<file path="src/pol_pkg.sv">
// ---------------------------------------------------------------------------
// pol_pkg
// Shared constants, codes and types of the positional ordered list.
// ---------------------------------------------------------------------------
`default_nettype none

package pol_pkg;

    // List size and derived widths
    localparam int CAPACITY = 16;
    localparam int IDX_W    = $clog2(CAPACITY);
    localparam int CNT_W    = $clog2(CAPACITY + 1);

    // Field widths
    localparam int FUNC_W   = 3;
    localparam int POS_W    = 5;
    localparam int VAL_W    = 32;
    localparam int STAT_W   = 2;
    localparam int LEN_W    = 5;

    // Input tdata layout
    localparam int S_FUNC_LSB = 0;
    localparam int S_POS_LSB  = S_FUNC_LSB + FUNC_W;
    localparam int S_VAL_LSB  = S_POS_LSB + POS_W;
    localparam int S_USED_W   = S_VAL_LSB + VAL_W;
    localparam int S_DATA_W   = ((S_USED_W + 7) / 8) * 8;

    // Output tdata layout
    localparam int M_STAT_LSB = 0;
    localparam int M_VAL_LSB  = M_STAT_LSB + STAT_W;
    localparam int M_LEN_LSB  = M_VAL_LSB + VAL_W;
    localparam int M_USED_W   = M_LEN_LSB + LEN_W;
    localparam int M_DATA_W   = ((M_USED_W + 7) / 8) * 8;
    localparam int M_PAD_W    = M_DATA_W - M_USED_W;

    // Operation codes
    localparam logic [FUNC_W-1:0] F_PUSH     = 3'd0;
    localparam logic [FUNC_W-1:0] F_APPEND   = 3'd1;
    localparam logic [FUNC_W-1:0] F_INSERT   = 3'd2;
    localparam logic [FUNC_W-1:0] F_DEL_HEAD = 3'd3;
    localparam logic [FUNC_W-1:0] F_DEL_TAIL = 3'd4;
    localparam logic [FUNC_W-1:0] F_DEL_POS  = 3'd5;
    localparam logic [FUNC_W-1:0] F_READ     = 3'd6;

    // Status codes
    localparam logic [STAT_W-1:0] ST_OK    = 2'd0;
    localparam logic [STAT_W-1:0] ST_EMPTY = 2'd1;
    localparam logic [STAT_W-1:0] ST_RANGE = 2'd2;
    localparam logic [STAT_W-1:0] ST_FULL  = 2'd3;

    // Controller to datapath commands
    typedef struct packed {
        logic             exec;     // run the accepted item, load its first result
        logic             rd_step;  // load the next read-out entry
        logic [IDX_W-1:0] rd_idx;   // entry to read out
        logic             rd_last;  // entry is the final one
    } cmd_t;

    // Datapath to controller status
    typedef struct packed {
        logic [CNT_W-1:0] count;    // entries held now
        logic             multi;    // offered item is a read out of several entries
    } stat_t;

endpackage

`default_nettype wire

</file>
<file path="src/pol_datapath.sv">
// ---------------------------------------------------------------------------
// pol_datapath
// Shifting cell row, entry count, operation decode and result register.
// ---------------------------------------------------------------------------
`default_nettype none

module pol_datapath (
    input  wire logic                         aclk,
    input  wire logic                         aresetn,
    input  wire logic [pol_pkg::S_DATA_W-1:0] s_tdata,
    input  wire pol_pkg::cmd_t                cmd,
    output pol_pkg::stat_t                    stat,
    output logic      [pol_pkg::M_DATA_W-1:0] m_tdata,
    output logic                              m_tlast
);

    logic [pol_pkg::VAL_W-1:0]    cells_reg [pol_pkg::CAPACITY];
    logic [pol_pkg::VAL_W-1:0]    cells_next [pol_pkg::CAPACITY];
    logic [pol_pkg::CNT_W-1:0]    count_reg, count_next;
    logic [pol_pkg::M_DATA_W-1:0] tdata_reg, tdata_next;
    logic                         tlast_reg, tlast_next;

    logic [pol_pkg::FUNC_W-1:0]   func;
    logic [pol_pkg::POS_W-1:0]    pos;
    logic [pol_pkg::VAL_W-1:0]    val;
    logic                         empty, full, in_range;
    logic                         ins_en, del_en, rd_en;
    logic [pol_pkg::IDX_W-1:0]    ins_pos, del_pos, rd_addr;
    logic [pol_pkg::STAT_W-1:0]   res_stat;
    logic [pol_pkg::VAL_W-1:0]    rd_data;

    // Unpack the offered item
    assign func = s_tdata[pol_pkg::S_FUNC_LSB +: pol_pkg::FUNC_W];
    assign pos  = s_tdata[pol_pkg::S_POS_LSB  +: pol_pkg::POS_W];
    assign val  = s_tdata[pol_pkg::S_VAL_LSB  +: pol_pkg::VAL_W];

    assign empty    = (count_reg == '0);
    assign full     = (int'(count_reg) >= pol_pkg::CAPACITY);
    assign in_range = (pos != '0) && (int'(pos) < int'(count_reg));

    // Status towards the controller
    assign stat.count = count_reg;
    assign stat.multi = (func == pol_pkg::F_READ) && (int'(count_reg) > 1);

    // Decode the operation: where to open or close a gap, and what to report
    always_comb begin
        ins_en   = 1'b0;
        del_en   = 1'b0;
        rd_en    = 1'b0;
        ins_pos  = '0;
        del_pos  = '0;
        res_stat = pol_pkg::ST_OK;
        unique case (func)
            pol_pkg::F_PUSH: begin
                if (full) res_stat = pol_pkg::ST_FULL;
                else      ins_en   = 1'b1;
            end
            pol_pkg::F_APPEND: begin
                ins_pos = pol_pkg::IDX_W'(count_reg);
                if (full) res_stat = pol_pkg::ST_FULL;
                else      ins_en   = 1'b1;
            end
            pol_pkg::F_INSERT: begin
                ins_pos = pol_pkg::IDX_W'(pos);
                priority if (empty)     res_stat = pol_pkg::ST_EMPTY;
                else if (!in_range)     res_stat = pol_pkg::ST_RANGE;
                else if (full)          res_stat = pol_pkg::ST_FULL;
                else                    ins_en   = 1'b1;
            end
            pol_pkg::F_DEL_HEAD: begin
                if (empty) res_stat = pol_pkg::ST_EMPTY;
                else       del_en   = 1'b1;
            end
            pol_pkg::F_DEL_TAIL: begin
                del_pos = pol_pkg::IDX_W'(count_reg - pol_pkg::CNT_W'(1));
                if (empty) res_stat = pol_pkg::ST_EMPTY;
                else       del_en   = 1'b1;
            end
            pol_pkg::F_DEL_POS: begin
                del_pos = pol_pkg::IDX_W'(pos);
                priority if (empty)     res_stat = pol_pkg::ST_EMPTY;
                else if (!in_range)     res_stat = pol_pkg::ST_RANGE;
                else                    del_en   = 1'b1;
            end
            pol_pkg::F_READ: begin
                if (empty) res_stat = pol_pkg::ST_EMPTY;
                else       rd_en    = 1'b1;
            end
            default: begin
                res_stat = pol_pkg::ST_OK;
            end
        endcase
    end

    // Single read port: removed entry or first entry on execute, else read-out index
    assign rd_addr = cmd.exec ? del_pos : cmd.rd_idx;
    assign rd_data = cells_reg[rd_addr];

    // Shift the cells in parallel to open or close a gap
    always_comb begin
        cells_next = cells_reg;
        count_next = count_reg;
        if (cmd.exec && ins_en) begin
            for (int i = 1; i < pol_pkg::CAPACITY; i++) begin
                if (pol_pkg::IDX_W'(i) > ins_pos) cells_next[i] = cells_reg[i-1];
            end
            cells_next[ins_pos] = val;
            count_next = count_reg + pol_pkg::CNT_W'(1);
        end
        if (cmd.exec && del_en) begin
            for (int i = 0; i < pol_pkg::CAPACITY - 1; i++) begin
                if (pol_pkg::IDX_W'(i) >= del_pos) cells_next[i] = cells_reg[i+1];
            end
            count_next = count_reg - pol_pkg::CNT_W'(1);
        end
    end

    // Build the next result
    always_comb begin
        tdata_next = tdata_reg;
        tlast_next = tlast_reg;
        if (cmd.exec) begin
            tdata_next = {{pol_pkg::M_PAD_W{1'b0}}, pol_pkg::LEN_W'(count_next),
                          (del_en || rd_en) ? rd_data : {pol_pkg::VAL_W{1'b0}}, res_stat};
            tlast_next = !(rd_en && (int'(count_reg) > 1));
        end else if (cmd.rd_step) begin
            tdata_next = {{pol_pkg::M_PAD_W{1'b0}}, pol_pkg::LEN_W'(count_reg),
                          rd_data, pol_pkg::ST_OK};
            tlast_next = cmd.rd_last;
        end
    end

    // Hold the count under reset; cells and result need none
    always_ff @(posedge aclk) begin
        if (!aresetn) begin
            count_reg <= '0;
        end else begin
            count_reg <= count_next;
        end
    end

    always_ff @(posedge aclk) begin
        cells_reg <= cells_next;
        tdata_reg <= tdata_next;
        tlast_reg <= tlast_next;
    end

    assign m_tdata = tdata_reg;
    assign m_tlast = tlast_reg;

endmodule

`default_nettype wire

</file>
<file path="src/pol_ctrl.sv">
// ---------------------------------------------------------------------------
// pol_ctrl
// Handshake control: accept items, step through a read out, own m_tvalid.
// ---------------------------------------------------------------------------
`default_nettype none

module pol_ctrl (
    input  wire logic           aclk,
    input  wire logic           aresetn,
    input  wire logic           s_tvalid,
    output logic                s_tready,
    output logic                m_tvalid,
    input  wire logic           m_tready,
    input  wire pol_pkg::stat_t stat,
    output pol_pkg::cmd_t       cmd
);

    typedef enum logic [1:0] {
        S_IDLE = 2'b01,
        S_READ = 2'b10
    } state_t;

    state_t                    state_reg, state_next;
    logic [pol_pkg::IDX_W-1:0] idx_reg, idx_next;
    logic                      valid_reg, valid_next;
    logic                      out_free;

    // Result slot is free when empty or being taken this cycle
    assign out_free = !valid_reg || m_tready;
    assign s_tready = (state_reg == S_IDLE) && out_free;
    assign m_tvalid = valid_reg;

    // Sequence one item, or the entries of a read out one per cycle while the result slot is free
    always_comb begin
        state_next   = state_reg;
        idx_next     = idx_reg;
        valid_next   = valid_reg && !m_tready;
        cmd.exec     = 1'b0;
        cmd.rd_step  = 1'b0;
        cmd.rd_idx   = idx_reg;
        cmd.rd_last  = (pol_pkg::CNT_W'(idx_reg) + pol_pkg::CNT_W'(1) == stat.count);
        unique case (state_reg)
            S_IDLE: begin
                if (s_tvalid && s_tready) begin
                    cmd.exec   = 1'b1;
                    valid_next = 1'b1;
                    if (stat.multi) begin
                        state_next = S_READ;
                        idx_next   = pol_pkg::IDX_W'(1);
                    end
                end
            end
            S_READ: begin
                if (out_free) begin
                    cmd.rd_step = 1'b1;
                    valid_next  = 1'b1;
                    idx_next    = idx_reg + pol_pkg::IDX_W'(1);
                    if (cmd.rd_last) state_next = S_IDLE;
                end
            end
            default: begin
                state_next = S_IDLE;
            end
        endcase
    end

    always_ff @(posedge aclk) begin
        if (!aresetn) begin
            state_reg <= S_IDLE;
            idx_reg   <= '0;
            valid_reg <= 1'b0;
        end else begin
            state_reg <= state_next;
            idx_reg   <= idx_next;
            valid_reg <= valid_next;
        end
    end

endmodule

`default_nettype wire

</file>
<file path="src/positional_ordered_list_unit.sv">
// ---------------------------------------------------------------------------
// positional_ordered_list_unit
// Ordered list of signed 32-bit values with positional insert and delete.
// ---------------------------------------------------------------------------
// Each transfer on the s_ side runs one operation; push, append, insert and
// the three deletes complete in the cycle they are accepted, since all cells
// shift in parallel, and give one result. A read out gives one result per
// entry, one per cycle while results are being taken, so it occupies the
// block while the single output register is stepped through the cells; no
// new item is taken until its last entry is loaded. The output register lets
// the next item be accepted in the cycle its predecessor's result is taken,
// so with m_tready held high the rate is one item per cycle for updates.
// Results with a non-zero status always carry tlast.
// ---------------------------------------------------------------------------
`default_nettype none

module positional_ordered_list_unit (
    input  wire logic                         aclk,
    input  wire logic                         aresetn,
    // tdata: func[2:0], position[7:3], item_value[39:8]
    input  wire logic [pol_pkg::S_DATA_W-1:0] s_tdata,
    input  wire logic                         s_tvalid,
    output logic                              s_tready,
    // tdata: status[1:0], result_value[33:2], list_length[38:34], zero[39]
    output logic      [pol_pkg::M_DATA_W-1:0] m_tdata,
    output logic                              m_tlast,
    output logic                              m_tvalid,
    input  wire logic                         m_tready
);

    pol_pkg::cmd_t  cmd;
    pol_pkg::stat_t stat;

    // Handshake and sequencing
    pol_ctrl u_ctrl (
        .aclk     (aclk),
        .aresetn  (aresetn),
        .s_tvalid (s_tvalid),
        .s_tready (s_tready),
        .m_tvalid (m_tvalid),
        .m_tready (m_tready),
        .stat     (stat),
        .cmd      (cmd)
    );

    // Cell row and result register
    pol_datapath u_dp (
        .aclk    (aclk),
        .aresetn (aresetn),
        .s_tdata (s_tdata),
        .cmd     (cmd),
        .stat    (stat),
        .m_tdata (m_tdata),
        .m_tlast (m_tlast)
    );

endmodule

`default_nettype wire

</file>
<file path="config.mk">
export PLATFORM = sky130hd
export DESIGN_NAME = positional_ordered_list_unit
export DESIGN_NICKNAME = d
export VERILOG_FILES = /design/src/pol_pkg.sv /design/src/pol_datapath.sv /design/src/pol_ctrl.sv /design/src/positional_ordered_list_unit.sv
export SDC_FILE = /design/constraint.sdc
export NUM_CORES = 2
export LEC_CHECK = 0
export ABC_AREA = 1
export BUFFER_PORTS_ARGS = -buffer_cell sky130_fd_sc_hd__buf_2
export CORE_AREA = 2 2 395 318
export CTS_CLUSTER_DIAMETER = 30
export DETAILED_ROUTE_END_ITERATION = 10
export DIE_AREA = 0 0 397 320
export PLACE_DENSITY = 0.54
export SKIP_LAST_GASP = 1
export SYNTH_ARGS = -nofsm -noshare
export SYNTH_HDL_FRONTEND = slang
export SYNTH_SLANG_ARGS = --single-unit
</file>
<file path="constraint.sdc">
create_clock -name aclk -period 4.9 [get_ports aclk]
set_input_delay 0.245 -clock aclk [delete_from_list [all_inputs] [get_ports aclk]]
set_output_delay 0.245 -clock aclk [all_outputs]
set_load 0.03 [all_outputs]
</file>
==> flow_summary.yaml <==
clocking:
  root_buffer: "clkbuf_16"
  cts_tree: "yes"
  clkSlewWorstSetupHoldPaths_ns: 0.05
  htreeDepth: 4
  post_cts_buffers: 0
  ctsLongestPathBuffers: 3
  cts.sinks: 564
  numCtsBuffers: 148
  insertion_delay_ns: 0.78
logic_synthesis:
  netlist_instances: 6236
  ys.flop_type: "dfxtp_1"
  synth_edf_count: 72
  synth_nets: 6291
  yosys.area.top_type_share_pct: 26.84
  synth-seq-cells: 564
  ys_warn_count: 0
  avgSynthCellArea_um2: 5.885
  ys_top_cells_by_area: "dfxtp_1 27%, nand2_1 24%, nand3_1 14%"
  synth-seq-area-share_pct: 32.73
  syn_area_um2: 36700
  synthArstFlopShare_pct: 0
  ys_top_cells_by_count: "2394 x nand2_1, 1024 x nand3_1, 492 x dfxtp_1"
  yosysMostFrequentCell: "nand2_1"
  synth_cell_type_count: 44
  synth.largest_area_cell: "dfxtp_1"
setup_path:
  required_ns: 5.40
  cp-start-kind: "register"
  ff2ff_setup_slack_ns: 1.06
  path_class: "register to register"
  worst-path-max-fanout: 41
  crit_arrival_ns: 4.34
  cp-end-kind: "register"
  reg2reg_depth: 12
route:
  final_antenna_net_count: 0
  routed-via-count: 42780
  routed_wl_mm: 163.2
  route.detailed.drc: 0
  firstDrtPassIters: 8
  wl_per_cell_um: 20.72
  vias_per_cell: 5.431
  drt_iter0_drc: 5142
final_layout:
  area_growth_pct: 18.39
  stdcell_area_um2: 43450
  post-route-util_pct: 35.40
  largest_register_ffs: 512
  diodes: 0
  fin_nets: 6172
  layout-drive-gt1-share_pct: 8.367
die:
  core-area_um2: 122700
  dieHeight_um: 320
  die-area_um2: 127000
  start_util_pct: 29.90
  die_w_um: 397
  rows: 115
  io_pins: 87
timing:
  hold_ws_ns: 0.02849
  fin_skew_ns: 0.03165
  worst_pin_slew_ns: 1.303
  setup_viol: 0
  rsz0062_at_grt: "no"
  finalCriticalPeriod_ns: 3.841
  slew_violations: 0
  fin_crit_sh_pct: 78.40
  slew_headroom_pct: 13.02
  setup_tns_ns: 0
  fmax_mhz: 260.3
  final_hold_viol_count: 0
pwr:
  p_per_area_nw_per_um2: 690.4
  finalPower_w: 0.03000
  p_leak_nw: 21.07
  vdd_drop_max_mv: 0.3131
job:
  maxCapViolations: 0
placement:
  portBuffers: 85
  place.gp.congestion: 0.8936
  hpwl_mm: 109.9
  placed_area_um2: 38300
run_status:
  outcome: "completed"
global_route:
  grt_pass1_vias: 39670
  grt_max_degree: 146
  grt_pass1_wl_mm: 246.3
  track_usage_pct: 25.00
  grt_overflow: 0
  antenna_found_initial: 15
min_path:
  worstHoldPathCells: 3
  min_path_type: "input pin to register"
metal layers:
layer	vias up	track usage (%)	part of all wire, %
li1	19950	-	-
met4	10	10.35	3.8
met2	2290	37.20	42
met3	359	4.488	10
met1	20170	35.27	44
met5	-	0	0.038
final timing paths:
path / endpoint / from
worst max-delay path: u_dp.m_tdata[14] / u_ctrl.state_reg[1]
worst min-delay path: u_dp.cells_reg[10] / s_tdata[18]
worst max register to register: u_dp.m_tdata[14] / u_ctrl.state_reg[1]
worst min register to register: u_dp.cells_reg[479] / u_dp.cells_reg[447]
cell families (layout without fill, tap and decap cells):
family,count (synthesis),in the layout,share of synthesized area (%)
buffers and inverters,880,883,9.768
DFF,564,564,32.73
xor gates and xnor gates,9,9,0.2148
adders and majority gates,11,11,0.3750
AOI/OAI and AO/OA,831,831,12.43
and+or+nand+nor,3940,3940,44.47
other,1,1,0.01022
worst max-delay path, cell delays in order (launching register included):
cell     delay [ns]
dfxtp_1        0.32
inv_1          0.06
ha_1           0.20
nand3_1        0.43
inv_1          0.56
nand3_1        0.21
nand2_4        0.67
buf_4          0.41
nand3_1        0.20
nand3_1        0.22
nand3_1        0.13
nand2_1        0.11
nor2_1         0.06
cells in the final DEF, fill, tap and decap left out, types with 4 or more instances in the layout:
cell,n
buf_4,95
nor2_2,8
clkbuf_8,18
bufinv_16,14
nor3_1,4
clkinvlp_4,8
nor2_4,15
nand3b_1,11
nand4_1,6
o21ai_1,75
nand2_1,2385
nor2_1,450
dfxtp_1,492
xor2_1,6
o21ai_4,7
nand3_1,1023
nand3_2,4
nand2_2,18
nand2_4,4
clkinv_1,9
o22ai_1,9
inv_2,20
clkinv_16,4
ha_1,11
or2_2,6
clkbuf_16,148
clkinv_2,32
o211ai_1,133
edfxtp_1,72
buf_12,13
inv_16,7
buf_2,85
inv_1,386
dlygate4sd3_1,10
o21ai_0,429
clkbuf_1,29
a21oi_1,165
through the flow:
step                cells  setup slack, ns
floorplan            6236           0.8605
global placement     7595            1.184
detailed placement   7595            1.122
CTS                  7877            1.123
global route         7877           0.7969
finish               7877            1.059
report_power, final:
part	switching (W)	internal, W	total, W	leakage, nW
Combinational	0.00690	0.00378	0.0107	13.8
Clock	0.00331	0.00658	0.00989	2.46
Sequential	0.00231	0.00711	0.00942	4.81
Total	0.0125	0.0175	0.0300	21.1
cell type report:
type                            count  area, µm²
Timing Repair Buffer              203       1499
Sequential cell                   564      12010
Inverter                          408       1533
Fill cell                       13330      79290
Multi-Input combinational cell   4792      21300
Tap cell                         1638       2049
Clock buffer                      195       4060
Clock inverter                     77      989.7
repair_timing:
item | in CTS | in global routing
hold endpoints to repair | 30 | 0
hold buffers | 10 | 0
gates resized for setup | 0 | 0
No activity file was read; power rests on OpenSTA's default activity.
